<file path="config.mk">
export PLATFORM = sky130hd
export DESIGN_NAME = rbsi_divide
export DESIGN_NICKNAME = d
export VERILOG_FILES = /design/src/design/rbsi_pkg.sv /design/src/design/rbsi_divide.sv
export SDC_FILE = /design/constraint.sdc
export NUM_CORES = 2
export LEC_CHECK = 0
export BUFFER_PORTS_ARGS = -buffer_cell sky130_fd_sc_hd__buf_2
export CAP_MARGIN = 5
export CORE_MARGIN = 1.5
export CORE_UTILIZATION = 30
export CTS_CLUSTER_DIAMETER = 80
export DETAILED_ROUTE_END_ITERATION = 16
export MAX_ROUTING_LAYER = met4
export SLEW_MARGIN = 20
export SYNTH_ARGS = -nofsm -noshare
export SYNTH_HDL_FRONTEND = slang
export SYNTH_SLANG_ARGS = --single-unit
export TNS_END_PERCENT = 30
</file>
<file path="constraint.sdc">
create_clock -name clk -period 5.3 [get_ports clk]
set_input_delay 1.59 -clock clk [delete_from_list [all_inputs] [get_ports clk]]
set_output_delay 1.59 -clock clk [all_outputs]
set_load 0.02 [all_outputs]
</file>
<file path="src/design/rbsi_pkg.sv">
// ----------------------------------------------------------------------------
// Ray box slab package
// Shared widths, axis codes and types for the segment versus box slab test.
// ----------------------------------------------------------------------------
package rbsi_pkg;

  localparam int CoordW = 24;
  localparam int DiffW  = 26;
  localparam int FracW  = 17;
  localparam int QuotW  = 16;
  localparam int ProdW  = 2 * DiffW;
  localparam int InW    = 12 * CoordW;
  localparam int OutW   = 24;

  localparam logic [1:0] AXIS_X = 2'd0;
  localparam logic [1:0] AXIS_Y = 2'd1;
  localparam logic [1:0] AXIS_Z = 2'd2;

  typedef struct packed {
    logic               skip;
    logic               miss;
    logic               neg;
    logic [DiffW-1:0]   den;
    logic signed [DiffW-1:0] n0;
    logic signed [DiffW-1:0] n1;
  } slab_t;

  typedef struct packed {
    logic                    dead;
    logic [1:0]              axis;
    logic                    neg;
    logic signed [DiffW-1:0] mn_num;
    logic [DiffW-1:0]        mn_den;
    logic signed [DiffW-1:0] mx_num;
    logic [DiffW-1:0]        mx_den;
  } window_t;

endpackage

</file>
<file path="src/design/rbsi_divide.sv">
// ----------------------------------------------------------------------------
// Pipelined fraction divider
// Restoring division, one quotient bit per stage, for floor(num * 2^16 / den).
// ----------------------------------------------------------------------------
module rbsi_divide import rbsi_pkg::*; #(
  parameter int Tag = 4
) (
  input  logic             clk,
  input  logic             en,
  input  logic [DiffW-1:0] num,
  input  logic [DiffW-1:0] den,
  input  logic [Tag-1:0]   tag_in,
  output logic [FracW-1:0] quot,
  output logic [Tag-1:0]   tag_out
);

  localparam int Steps = FracW;
  localparam int RemW  = DiffW + 1;

  logic [RemW-1:0]  rem [Steps+1];
  logic [DiffW-1:0] dv  [Steps+1];
  logic [FracW-1:0] qq  [Steps+1];
  logic [Tag-1:0]   tg  [Steps+1];
  logic [RemW-1:0]  sh  [Steps];

  always_comb begin
    rem[0] = '0;
    qq[0] = '0;
    dv[0] = den;
    tg[0] = tag_in;
  end

  // The integer part is at most one since num is at most den.
  for (genvar k = 0; k < Steps; k++) begin : g_step
    always_comb begin
      if (k == 0) begin
        sh[k] = RemW'(num);
      end else begin
        sh[k] = {rem[k][RemW-2:0], 1'b0};
      end
    end
    always_ff @(posedge clk) begin
      if (en) begin
        dv[k+1] <= dv[k];
        tg[k+1] <= tg[k];
        if (sh[k] >= RemW'(dv[k])) begin
          rem[k+1] <= sh[k] - RemW'(dv[k]);
          qq[k+1] <= {qq[k][FracW-2:0], 1'b1};
        end else begin
          rem[k+1] <= sh[k];
          qq[k+1] <= {qq[k][FracW-2:0], 1'b0};
        end
      end
    end
  end

  assign quot = qq[Steps];
  assign tag_out = tg[Steps];

endmodule

</file>
# After elaboration in Yosys (flattened, before gate mapping)
# Cells that the tools add are included.
[totals]
reg_bits = 1053
out_inout_bits = 21
[op_classes]
n_addsub = 16
n_lt_le_gt_ge = 17
n_mux = 33
[ops]
columns = ["operator", "count"]
rows = [
  ["27-bit by 26-bit greater-or-equal comparator with 1-bit output", 16],
  ["26-bit two-way mux", 16],
  ["26-bit subtractor", 16],
  ["26-bit greater-or-equal comparator", 1],
  ["1-bit two-way mux", 17],
]

# Logic depth before layout (Yosys ltp)
[depth]
depth_word = 2
ltp_mapped = 15

# Worst setup path after synthesis
# Ideal clock, no wire load.
[synth_path]
path_type = "input -> register"
start = "input num[0]"
end = "register rem[439] (netlist name), data pin"
t_arrival_ps = 4256
required_time_ps = 5040
setup_slack_ps = 784
setup_ps = 260
cell_stages = 15
cell_sequence = "inv_1 -> ha_1 -> inv_1 -> fa_1 -> a21o_1 -> a31oi_1 -> o21ba_2 -> a211oi_1 -> o21bai_2 -> a21oi_1 -> o31a_1 -> a311oi_2 -> o21ai_4 -> buf_6 -> mux2_4"
[synth_via]
elab_chain_len = 2
elab_cells_between_ends = 3
cone_classes = "add/sub: 1; order compare: 1; mux: 1"
[synth_rtl]
columns = ["element", "line_no", "rtl"]
rows = [
  ["start: declaration", "rbsi_divide.sv:10", "input logic [DiffW-1:0] num,"],
  ["26-bit subtractor or 26-bit greater-or-equal comparator (tied branches)", "rbsi_divide.sv:47, rbsi_divide.sv:46", ""],
  ["26-bit two-way mux *", "rbsi_divide.sv:46", "if (sh[k] >= RemW'(dv[k])) begin"],
  ["end signal: indexed assignment", "rbsi_divide.sv:47", "rem[k+1] <= sh[k] - RemW'(dv[k]);"],
  ["end signal: indexed assignment", "rbsi_divide.sv:50", "rem[k+1] <= sh[k];"],
  ["end: declaration", "rbsi_divide.sv:20", "logic [RemW-1:0] rem [Steps+1];"],
]
# Every way passes the cells marked *; elsewhere a longest branch is shown, timed or not.
# A chain may end at the register's enable or synchronous reset.

# Worst setup path after layout
[layout_path]
start = "input num[0]"
end = "register rem[457] (netlist name), data pin"
# Same word-level chain as after synthesis.

==> out/results.ini <==
[run_status]
status = finished, final reports clean

[die]
row_count = 161
initial_utilization_pct = 30.3
die_w_microns = 444
die_height_microns = 444
core_area_sq_um = 193000
io_pins = 79
die_area_sq_um = 197000

[finish]
drive_gt1_share_pct = 10.1
regArea_sq_um = 31600
area_delta_synth_final_pct = 12.8
n_fill_cell = 18900
multi_input_area_sq_um = 24100
nets = 5652

[grt]
track_usage_pct = 12.7
grt_pass1_vias = 37900
antenna_found_initial = 0
grt-ovfl-total = 0
grt_max_degree = 131
grt_pass1_wl_microns = 197000

[route]
firstDrtPassIters = 7
drt_wl_total_microns = 124000
viasPerCell = 4.77
wire_per_inst_microns = 15.9
drc = 0
first_iter_violations = 1834
ant_nets = 0
vias = 37100

[cts]
cts_buffer_depth = 3
clock_sinks = 1053
hold_buffers = 0
clkLatencyLatePin_ns = 0.76
cts-buffers-inserted = 119
post-cts-setup-buffer-count = 0
cts_resized = 0
cts_tree = yes
path_clk_slew_ns = 0.06
cts-root-buf = clkbuf_16
htreeDepth = 3

[sta]
fin_hold_ws_ns = 0.390
period_minus_slack_ns = 4.55
relSlewSlack_pct = 21.7
rsz0062_at_grt = no
final_max_slew_viol_count = 0
hold_viol = 0
timing.fmax_ghz = 0.220
setup_slack_ns = 0.746
finalSetupTns_ns = 0
tightest_slew_ns = 1.16
fin_crit_sh_pct = 85.9
setup_viol = 0
skew_ns = 0.0493

[critical_path]
start_kind = input pin
rr_startpoint = dv[209]$_DFFE_PP_
r2r_slack_ns = 0.97
reg2reg_depth = 12
r2r_end = rem[209]$_DFFE_PP_
critPathCaptureType = flop
crit_path_max_fanout = 27
setup.worst_path.start = num[0]
crit_type = in -> reg
cp.required_ns = 5.81
cp_data_arrival_time_ns = 5.06
endpoint = rem[457]$_DFFE_PP_

[yosys]
synthCells = 5008
synth_cell_types = 93
ys.warnings.count = 0
synth.most_common_cell = edfxtp_1
synth_top_area_share_pct = 54.2
ys.flop_type = edfxtp_1
synth_area_leaders = edfxtp_1, ha_1, a21oi_1
syn_nets = 5523
syn_area_sq_um = 58300
post_synth.cell_area_avg_sq_um = 11.7
synth_seq_cells = 1053
ys_seq_area_share_pct = 54.2
synth_common_cells = edfxtp_1, inv_1, ha_1
synth-edff-count = 1053
async_reset_ff_share_pct = 0
yosysTopAreaCell = edfxtp_1

[power_and_ir_drop]
switching_power_mw = 13.9
total_power_mw = 38.5
internal_power_mw = 24.6
switching_share_pct = 36.2
combPwrFrac_pct = 43.3
p_clk_share_pct = 21.8
p_seq_share_pct = 34.8
p_leak_nw = 26.4
vdd_drop_max_v = 0.000297
powerDensity_nw_per_um2 = 585

[placement]
place_ws_ns = 0.00962
hpwl_microns = 93400
port-buffer-count = 78
finalWeightedCongestion = 0.945

[min_path]
hold_class = reg -> reg

[flow_run]
drv_cap = 0

==> cell usage in the layout (no fill, tap or decap), drive strengths merged, types with 192 or more instances in the layout <==
| cell type | n |
|---|---|
| a21oi | 412 |
| nand2 | 318 |
| nor2 | 248 |
| edfxtp | 1053 |
| mux2 | 195 |
| o21ai | 312 |
| inv | 538 |
| ha | 441 |
| xnor2 | 219 |
| a21o | 192 |
==> flip-flops by register name (all words and copies together) (netlist names) <==
signal and flops:
dv 416, rem 416, qq 136, tg 64, quot 17, tag_out 4
==> logic make-up after synthesis <==
group / synth area share, %
AO/OA/AOI/OAI: 13.7
flip-flops: 54.2
buffers and inverters: 4.48
multiplexers: 3.97
AND/OR/NAND/NOR: 8.32
XOR/XNOR: 5.36
adder cells (fa/ha/maj): 10.0
==> worst max-delay path: stages <==
cell and delay [ns]:
buf_2 0.08, inv_1 0.04, ha_1 0.20, inv_1 0.07, fa_1 0.20, a21o_1 0.18
a31oi_1 0.14, o21ba_2 0.27, a211oi_1 0.40, o21bai_2 0.11, a21oi_1 0.17, o31a_1 0.22
a311oi_2 0.08, o21ai_4 0.88, mux2_2 0.43
==> layout make-up <==
cell class,count,area share (%)
diodes,1,0.00380
clock buffers,142,4.69
clock inverters,82,1.44
inverters,532,3.03
multi-input cells,3305,36.7
flip-flops and latches,1053,48.0
well taps,2526,4.80
repair buffers,126,1.34
==> power groups by stage <==
| stage | Combinational, mW | Sequential (mW) | Clock, mW |
|---|---|---|---|
| global route | 18.6 | 13.6 | 9.00 |
| finish | 16.7 | 13.4 | 8.40 |
| floorplan | 13.0 | 13.0 | 0 |
| global placement | 16.3 | 13.6 | 0 |
| CTS | 16.7 | 13.4 | 8.69 |
| detailed placement | 16.6 | 13.6 | 0 |
==> per-layer routing <==
layer	GRT usage (%)	wire [microns]	vias up
li1	-	-	18600
met1	12.9	48900	17600
met2	23.3	64400	578
met3	1.87	3490	291
met4	6.99	7030	0
met5	-	0	-
==> stage by stage <==
stage | instances | util, % | area, sq um
2_1_floorplan | 5008 | - | 58300
5_1_grt | 7766 | 34.1 | 65800
3_3_place_gp | 7541 | 32.0 | 61800
6_report | 7767 | 34.1 | 65800
3_5_place_dp | 7541 | 32.0 | 61800
4_1_cts | 7765 | 34.1 | 65800
==> worst min path at each step <==
| stage | end | cells after the start | slack, ns | startpoint |
|---|---|---|---|---|
| CTS | qq[72]$_DFFE_PP_ | 0 | 0.39 | qq[88]$_DFFE_PP_ |
| global route | qq[72]$_DFFE_PP_ | 0 | 0.41 | qq[88]$_DFFE_PP_ |
| detailed placement | qq[109]$_DFFE_PP_ | 0 | 0.40 | qq[125]$_DFFE_PP_ |
| global placement | qq[60]$_DFFE_PP_ | 0 | 0.40 | qq[76]$_DFFE_PP_ |
| floorplan | qq[103]$_DFFE_PP_ | 0 | 0.40 | qq[119]$_DFFE_PP_ |
| finish | qq[72]$_DFFE_PP_ | 0 | 0.39 | qq[88]$_DFFE_PP_ |
Note: power is estimated with default switching activity, not from simulation.
