## src/design/rbsi_pkg.sv

```systemverilog
// ----------------------------------------------------------------------------
// Ray box slab package
// Shared widths, axis codes and types for the segment versus box slab test.
// ----------------------------------------------------------------------------
package rbsi_pkg;

  localparam int CoordW = 24;
  localparam int DiffW  = 26;
  localparam int FracW  = 17;
  localparam int QuotW  = 16;
  localparam int ProdW  = 2 * DiffW;
  localparam int InW    = 12 * CoordW;
  localparam int OutW   = 24;

  localparam logic [1:0] AXIS_X = 2'd0;
  localparam logic [1:0] AXIS_Y = 2'd1;
  localparam logic [1:0] AXIS_Z = 2'd2;

  typedef struct packed {
    logic               skip;
    logic               miss;
    logic               neg;
    logic [DiffW-1:0]   den;
    logic signed [DiffW-1:0] n0;
    logic signed [DiffW-1:0] n1;
  } slab_t;

  typedef struct packed {
    logic                    dead;
    logic [1:0]              axis;
    logic                    neg;
    logic signed [DiffW-1:0] mn_num;
    logic [DiffW-1:0]        mn_den;
    logic signed [DiffW-1:0] mx_num;
    logic [DiffW-1:0]        mx_den;
  } window_t;

endpackage

```

## src/design/rbsi_slab.sv

```systemverilog
// ----------------------------------------------------------------------------
// Slab setup
// Per axis differences, sign fix of the denominator and ordering of times.
// ----------------------------------------------------------------------------
module rbsi_slab import rbsi_pkg::*; (
  input  logic signed [CoordW-1:0] s,
  input  logic signed [CoordW-1:0] e,
  input  logic signed [CoordW-1:0] lo,
  input  logic signed [CoordW-1:0] hi,
  output slab_t                    slab
);

  logic signed [DiffW-1:0] d;
  logic signed [DiffW-1:0] a;
  logic signed [DiffW-1:0] b;

  always_comb begin
    d = DiffW'(e) - DiffW'(s);
    a = DiffW'(lo) - DiffW'(s);
    b = DiffW'(hi) - DiffW'(s);
    slab.skip = (d == '0);
    slab.miss = (s < lo) || (s > hi);
    if (d < 0) begin
      d = -d;
      a = -a;
      b = -b;
    end
    slab.den = d;
    if (a > b) begin
      slab.n0 = b;
      slab.n1 = a;
      slab.neg = 1'b0;
    end else begin
      slab.n0 = a;
      slab.n1 = b;
      slab.neg = 1'b1;
    end
  end

endmodule

```

## config.mk

```make
export PLATFORM = sky130hd
export DESIGN_NAME = rbsi_slab
export DESIGN_NICKNAME = d
export VERILOG_FILES = /design/src/design/rbsi_pkg.sv /design/src/design/rbsi_slab.sv
export SDC_FILE = /design/constraint.sdc
export NUM_CORES = 1
export LEC_CHECK = 0
export BUFFER_PORTS_ARGS = -buffer_cell sky130_fd_sc_hd__buf_2
export CAP_MARGIN = 30
export CORE_UTILIZATION = 33
export DETAILED_ROUTE_END_ITERATION = 7
export SLEW_MARGIN = 20
export SYNTH_ARGS = -nofsm -noshare
export SYNTH_HDL_FRONTEND = slang
export SYNTH_SLANG_ARGS = --single-unit
```

## constraint.sdc

```tcl
create_clock -name vclk -period 14.8
set_input_delay 2.22 -clock vclk [all_inputs]
set_output_delay 2.22 -clock vclk [all_outputs]
set_load 0.02 [all_outputs]
```

### Word-level counts from Yosys, hierarchy flattened

Cells that the tools add are included.
Widths: inputs -> output; s select.

* logic and storage cells: 17
* flip-flop bits (word level): 0

* muxes and demuxes: 5
* order comparisons: 4
* reductions and logical operators: 2
* add/sub/neg operators: 6

Operators by type and width (count)
* $mux 26: 3
* $neg 25->26: 3
* $sub 24x24->25: 3
* $mux 52: 1
* $gt 26x26->1: 1
* $logic_not 26->1: 1
* $lt 25x1->1 const B: 1
* $gt 24x24->1: 1
* $lt 24x24->1: 1
* $logic_or 1x1->1: 1
* $mux 1: 1

### Depth between registers and ports, before layout

Gate-level depths: netlist of the first run.

* depth after elaboration: 5
* depth in mapped cells: 28
* depth with buffers taken out: 25

### Least setup slack after synthesis of the first run

Ideal clock, no wire load.

* kind: input to output
* start point: input lo[0]
* end point: output slab[11] in the netlist's numbering
* setup slack: 5.035 ns
* stages on the path: 23
* arrival time: 7.545 ns
* required time: 12.580 ns
* cells stage by stage: inv_1 ha_1 fa_1 nor2b_1 o2111a_1 nor2_1 xnor2_1 o21bai_1 nor4_1 nand4b_1 o21ai_0 xor2_1 inv_1 ha_1 nand4_1 nor4_1 inv_1 nor4_1 nor3_1 inv_1 clkbuf_1 clkbuf_1 mux2i_1

RTL lines
* start, declared: RTL line rbsi_slab.sv:8 `input logic signed [CoordW-1:0] lo,`
* end, declared: RTL line rbsi_slab.sv:10 `output slab_t slab`

==> results.json, run 1 <==
{
  "status": "completed",
  "port_buffers": 176,
  "power_frac_seq": 0,
  "placement_rows": 55,
  "required_ns": 12.58,
  "ys_seq_area_frac": 0,
  "timing_worst_slew_pin_value_ns": 0.995,
  "critical_setup_path_kind": "in -> out",
  "finalWorstPathRequiredPeriod_ns": 10.71,
  "critical_path.endpoint_type": "output pin",
  "min_delay_worst_endpoint": "slab[52]",
  "core_area_um2": 22600,
  "period_share": 0.724,
  "firstDrtPassIters": 5,
  "power.clock.fraction": 0,
  "net_count_final": 1468,
  "synth_compound_gate_area_share": 0.315,
  "fillers": 2476,
  "min-delay-start": "e[0]",
  "fp.dieH_um": 153,
  "worst-endpoint-arrival_ns": 8.49,
  "power.leakage_nw": 4.01,
  "dieArea_um2": 23500,
  "crit_top_cell": "sky130_fd_sc_hd__o21ai_0",
  "max_cap_viol_count": 0,
  "holdCritPathClass": "in -> out",
  "synth.area.mux_share": 0.0510,
  "global_route_wire_length_before_repair_um": 40500,
  "cts_hold_buf": 0,
  "antenna_found_initial": 1,
  "comb_power_share": 1.000,
  "timing.max_slew.rel_slack": 0.328,
  "final_hold_viol_count": 0,
  "library_cells_used_by_synthesis": 87,
  "main_combinational_cell_family_by_area_after_synthesis": "compound AO/OA/AOI/OAI gates",
  "postCtsSetupRepairBufs": 0,
  "ioPinCount": 177,
  "groute.usage.overall": 0.209,
  "netlist_instances": 1124,
  "place_congestion": 0.909,
  "route.detailed.drc": 0,
  "total_switching_power_mw": 0.610,
  "synth-xor-area-share": 0.124,
  "first_global_vias": 7956,
  "start_util": 0.335,
  "maxClockFrequency_ghz": 0.0934,
  "setup_total_negative_slack_ns": 0,
  "mostFrequentLayoutCell": "sky130_fd_sc_hd__buf_2",
  "simple_gate_portion_of_the_synthesized_area": 0.272,
  "syn-cell-area_um2": 7560,
  "max_stage_delay_ns": 0.49,
  "synth.yosys.warnings": 0,
  "fin_area_um2": 8690,
  "clkbuf_count": 0,
  "drt-vias-per-instance": 5.66,
  "crit_path_max_fanout": 40,
  "layout-area-overhead-vs-synth_pct": 15.0,
  "via_count": 8778,
  "final_max_slew_viol_count": 0,
  "mostFrequentLayoutCells": "sky130_fd_sc_hd__buf_2 (176), sky130_fd_sc_hd__a21oi_1 (118), sky130_fd_sc_hd__ha_1 (103)",
  "floorplan.die.width_um": 153,
  "critical-path-slowest-cell": "sky130_fd_sc_hd__buf_4",
  "post_synth_fa_ha_maj_area_fraction": 0.178,
  "global_route.overflow_total": 0,
  "swShare": 0.636,
  "drt-total-wl_um": 25500,
  "finish.utilization": 0.385,
  "regArea_um2": 0,
  "multi_input_area_um2": 7120,
  "max-vdd-ir-drop_uv": 92.9,
  "setup_repair_after_global_routing_missed_its_margin": "false",
  "syn-num-nets": 1326,
  "ant_nets": 0,
  "layout-drive-gt1-share": 0.170,
  "number_of_instances_on_the_worst_hold_path": 5,
  "post_cts_resize_count": 0,
  "setup_viol_count_final": 0,
  "layout.sequential_cells": 0,
  "power.internal_mw": 0.349,
  "syn_area_per_cell_um2": 6.73,
  "grt_max_degree": 52,
  "cp-start-kind": "primary input",
  "detailed_place.area_um2": 8660,
  "routed_wire_length_per_instance_um": 16.5,
  "dr.first_iter.drc_count": 490,
  "dp_hpwl_um": 22000,
  "cellPowerDensity_nw_per_um2": 110
}
## kinds of logic (layout without fill, tap and decap cells)
| group | after synthesis | after routing |
|---|---|---|
| AOI/OAI and AO/OA | 365 | 365 |
| muxes | 38 | 38 |
| xor gates and xnor gates | 107 | 107 |
| and+or+nand+nor | 391 | 391 |
| adders and majority gates | 106 | 106 |
| buffers and inverters | 116 | 256 |
| other | 1 | 2 |
## cells in the mapped netlist, drive strengths merged (21+ instances only)
cell type | count | area (um^2)
a21o | 21 | 158
a21oi | 120 | 608
clkbuf | 35 | 131
ha | 103 | 1290
inv | 73 | 274
mux2i | 34 | 340
nand2 | 83 | 312
nand3 | 28 | 140
nand4 | 23 | 159
nor2 | 100 | 375
nor3 | 31 | 183
o21ai | 70 | 350
xnor2 | 63 | 552
xor2 | 44 | 385
## metal layers
layer  vias up  track usage  share of wire
met2       254        0.357           0.46
met5         -            0        0.00055
met4         2       0.0233          0.012
met1      4036        0.292           0.47
li1       4468            -              -
met3        18       0.0162          0.054
## worst max path at each step
stage	start	endpoint	slack [ns]
4_1_cts	s[0]	slab[23]	3.77
6_report	s[1]	slab[24]	4.09
2_1_floorplan	lo[0]	slab[11]	5.03
3_5_place_dp	s[0]	slab[23]	3.79
3_3_place_gp	s[0]	slab[23]	3.86
5_1_grt	s[0]	slab[24]	3.49
## cell type report
type / count / share of cell area
Timing Repair Buffer: 183 / 0.109
Inverter: 73 / 0.0315
Tap cell: 285 / 0.0410
Antenna cell: 1 / 0.000288
Multi-Input combinational cell: 1008 / 0.819
## critical path, delay by kind of cell
family          cells  cell delay [ns]
buf+inv             6             1.49
fa+ha+maj           2             0.81
compound gates     10             2.03
simple gates        8             1.90
## power groups by stage
stage / sequential, mW / combinational [mW] / clock (mW)
detailed placement: 0 / 0.949 / 0
global route: 0 / 1.05 / 0
CTS: 0 / 0.954 / 0
finish: 0 / 0.960 / 0.00000000905
global placement: 0 / 0.940 / 0
floorplan: 0 / 0.692 / 0
## per-stage QoR
stage | hold WS, ns | total power, mW | cells | setup WS [ns]
after CTS | 4.96 | 0.954 | 1547 | 3.77
after global routing | 4.98 | 1.05 | 1549 | 3.49
after detailed placement | 4.96 | 0.949 | 1547 | 3.79
final | 4.94 | 0.960 | 1550 | 4.09
after global placement | 4.97 | 0.940 | 1547 | 3.86
after floorplan | 4.69 | 0.692 | 1124 | 5.03
No activity file was read; power rests on OpenSTA's default activity.
==> run 2, diff against run 1 <==
--- a/config.mk
+++ b/config.mk
@@ -5,6 +5,7 @@
 export SDC_FILE = /design/constraint.sdc
 export NUM_CORES = 1
 export LEC_CHECK = 0
+export ABC_AREA = 1
 export BUFFER_PORTS_ARGS = -buffer_cell sky130_fd_sc_hd__buf_2
 export CAP_MARGIN = 30
 export CORE_UTILIZATION = 33
==> constraint.sdc (replaced) <==
create_clock -name vclk -period 8.76
set_input_delay 1.314 -clock vclk [all_inputs]
set_output_delay 1.314 -clock vclk [all_outputs]
set_load 0.02 [all_outputs]
==> results.json, run 2 <==
{
  "status": "finished, violations left",
  "violations": "design-rule violations",
  "dr.first_iter.drc_count": 762,
  "finalWorstPathRequiredPeriod_ns": 7.89,
  "place_ws_ns": 0.852,
  "mostFrequentLayoutCells": "sky130_fd_sc_hd__nand2_1 (734), sky130_fd_sc_hd__inv_1 (306), sky130_fd_sc_hd__buf_2 (176)",
  "net_count_final": 2171,
  "holdCritPathClass": "in -> out",
  "fillers": 3103,
  "max-vdd-ir-drop_uv": 181,
  "max_stage_delay_ns": 0.55,
  "fp.dieH_um": 166,
  "final_max_slew_viol_count": 0,
  "syn-cell-area_um2": 8910,
  "crit_top_cell": "sky130_fd_sc_hd__nand2_1",
  "synth.most_common_cell": "sky130_fd_sc_hd__nand2_1",
  "syn_area_per_cell_um2": 4.92,
  "groute.usage.overall": 0.240,
  "placement_rows": 59,
  "final_hold_viol_count": 0,
  "required_ns": 7.45,
  "dp_hpwl_um": 30200,
  "layout.sequential_cells": 0,
  "finish.utilization": 0.384,
  "synth.yosys.warnings": 0,
  "floorplan.die.width_um": 166,
  "worst-path-buf-inv": 5,
  "worst-endpoint-arrival_ns": 6.58,
  "postCtsSetupRepairBufs": 0,
  "ant_nets": 0,
  "ys_seq_area_frac": 0,
  "critical_path.endpoint_type": "output pin",
  "critical-path-slowest-cell": "sky130_fd_sc_hd__xor2_1",
  "cp-start-kind": "primary input",
  "first_global_vias": 10349,
  "library_cells_used_by_synthesis": 46,
  "start_util": 0.339,
  "ioPinCount": 177,
  "crit_path_max_fanout": 49,
  "yosys-top-cells-count": "sky130_fd_sc_hd__nand2_1 (734), sky130_fd_sc_hd__inv_1 (306), sky130_fd_sc_hd__nor2_1 (168)",
  "final.setup.worst_slack_ns": 0.871,
  "setup_viol_count_final": 0,
  "setup_total_negative_slack_ns": 0,
  "route.detailed.drc": 7,
  "power.leakage_nw": 6.29,
  "yosys.area.top_type_share": 0.309,
  "layout-drive-gt1-share": 0.125,
  "cts_hold_buf": 0,
  "netlist_instances": 1812,
  "post_synth_main_area_contributors": "sky130_fd_sc_hd__nand2_1 (31%), sky130_fd_sc_hd__ha_1 (14%), sky130_fd_sc_hd__inv_1 (13%)",
  "post_cts_resize_count": 0,
  "fin_hold_ws_ns": 3.13,
  "core_area_um2": 26300,
  "firstDrtPassIters": 7,
  "yosysTopAreaCell": "sky130_fd_sc_hd__nand2_1",
  "drt-total-wl_um": 34000,
  "clkbuf_count": 0,
  "global_route_wire_length_before_repair_um": 53500,
  "cpLargestDelayFamily": "simple AND/OR/NAND/NOR gates",
  "period_share": 0.901,
  "grt_max_degree": 57,
  "via_count": 11309,
  "layout-area-overhead-vs-synth_pct": 13.3,
  "mostFrequentLayoutCell": "sky130_fd_sc_hd__nand2_1",
  "diodes": 0,
  "setup_repair_after_global_routing_missed_its_margin": "false",
  "syn-num-nets": 2014,
  "regArea_um2": 0,
  "cellPowerDensity_nw_per_um2": 193,
  "antenna_found_initial": 0,
  "maxClockFrequency_ghz": 0.127,
  "global_route.overflow_total": 0,
  "report.power.total_mw": 1.95,
  "routed_wire_length_per_instance_um": 14.7,
  "dieArea_um2": 27700,
  "port_buffers": 176,
  "timing_worst_slew_pin_value_ns": 0.832,
  "timing.max_slew.rel_slack": 0.444,
  "drt-vias-per-instance": 4.91,
  "max_cap_viol_count": 0,
  "place_congestion": 0.940,
  "critical_setup_path_kind": "in -> out"
}
## run 2: cell types whose count changed after synthesis, moves of 19 or more
cell / delta
sky130_fd_sc_hd__a21o_1: -19
sky130_fd_sc_hd__a21oi_1: -49
sky130_fd_sc_hd__clkbuf_1: -31
sky130_fd_sc_hd__inv_1: +233
sky130_fd_sc_hd__mux2i_1: -34
sky130_fd_sc_hd__nand2_1: +651
sky130_fd_sc_hd__nand2_2: +22
sky130_fd_sc_hd__nand3_1: +113
sky130_fd_sc_hd__nor2_1: +68
sky130_fd_sc_hd__xnor2_1: -46
## run 2: per-stage QoR
step	instances	area (um^2)
3_3_place_gp	2302	10100
2_1_floorplan	1812	8910
6_report	2302	10100
3_5_place_dp	2302	10100
4_1_cts	2302	10100
5_1_grt	2302	10100
## run 2: final cells by class
type	count	area, um^2	share of cell area
inverter	313	1170	0.116
multi-input combinational	1475	7600	0.753
tap	335	419	0.0415
timing repair buffer	179	903	0.0895
## run 2: worst paths after layout
path                   from        to  slack, ns  cells after the start
worst min-delay path   e[0]  slab[52]       3.13                      5
worst max-delay path  s[13]  slab[12]       0.87                     27
## run 2: cells by family (layout without fill, tap and decap cells)
logic type               Yosys count  count (layout)  share of synthesized area
AO/OA/AOI/OAI                    151             151                     0.0914
AND/OR/NAND/NOR                 1158            1158                      0.546
buffers and inverters            337             492                      0.148
adder cells (fa/ha/maj)          106             106                      0.151
other                              1               1                   0.000421
XOR/XNOR                          59              59                     0.0622
## run 2: power by group
part	internal (mW)	switching, mW	total (mW)
Sequential	0	0	0
Combinational	0.608	1.34	1.95
Clock	0	0	0
## run 2: metal layers
layer  track usage  up-vias  share of wire
li1              -     5958              -
met1         0.340     5025           0.49
met2         0.411      308           0.45
met3        0.0145       18          0.055
met4        0.0221        0         0.0097
met5             0        -              0
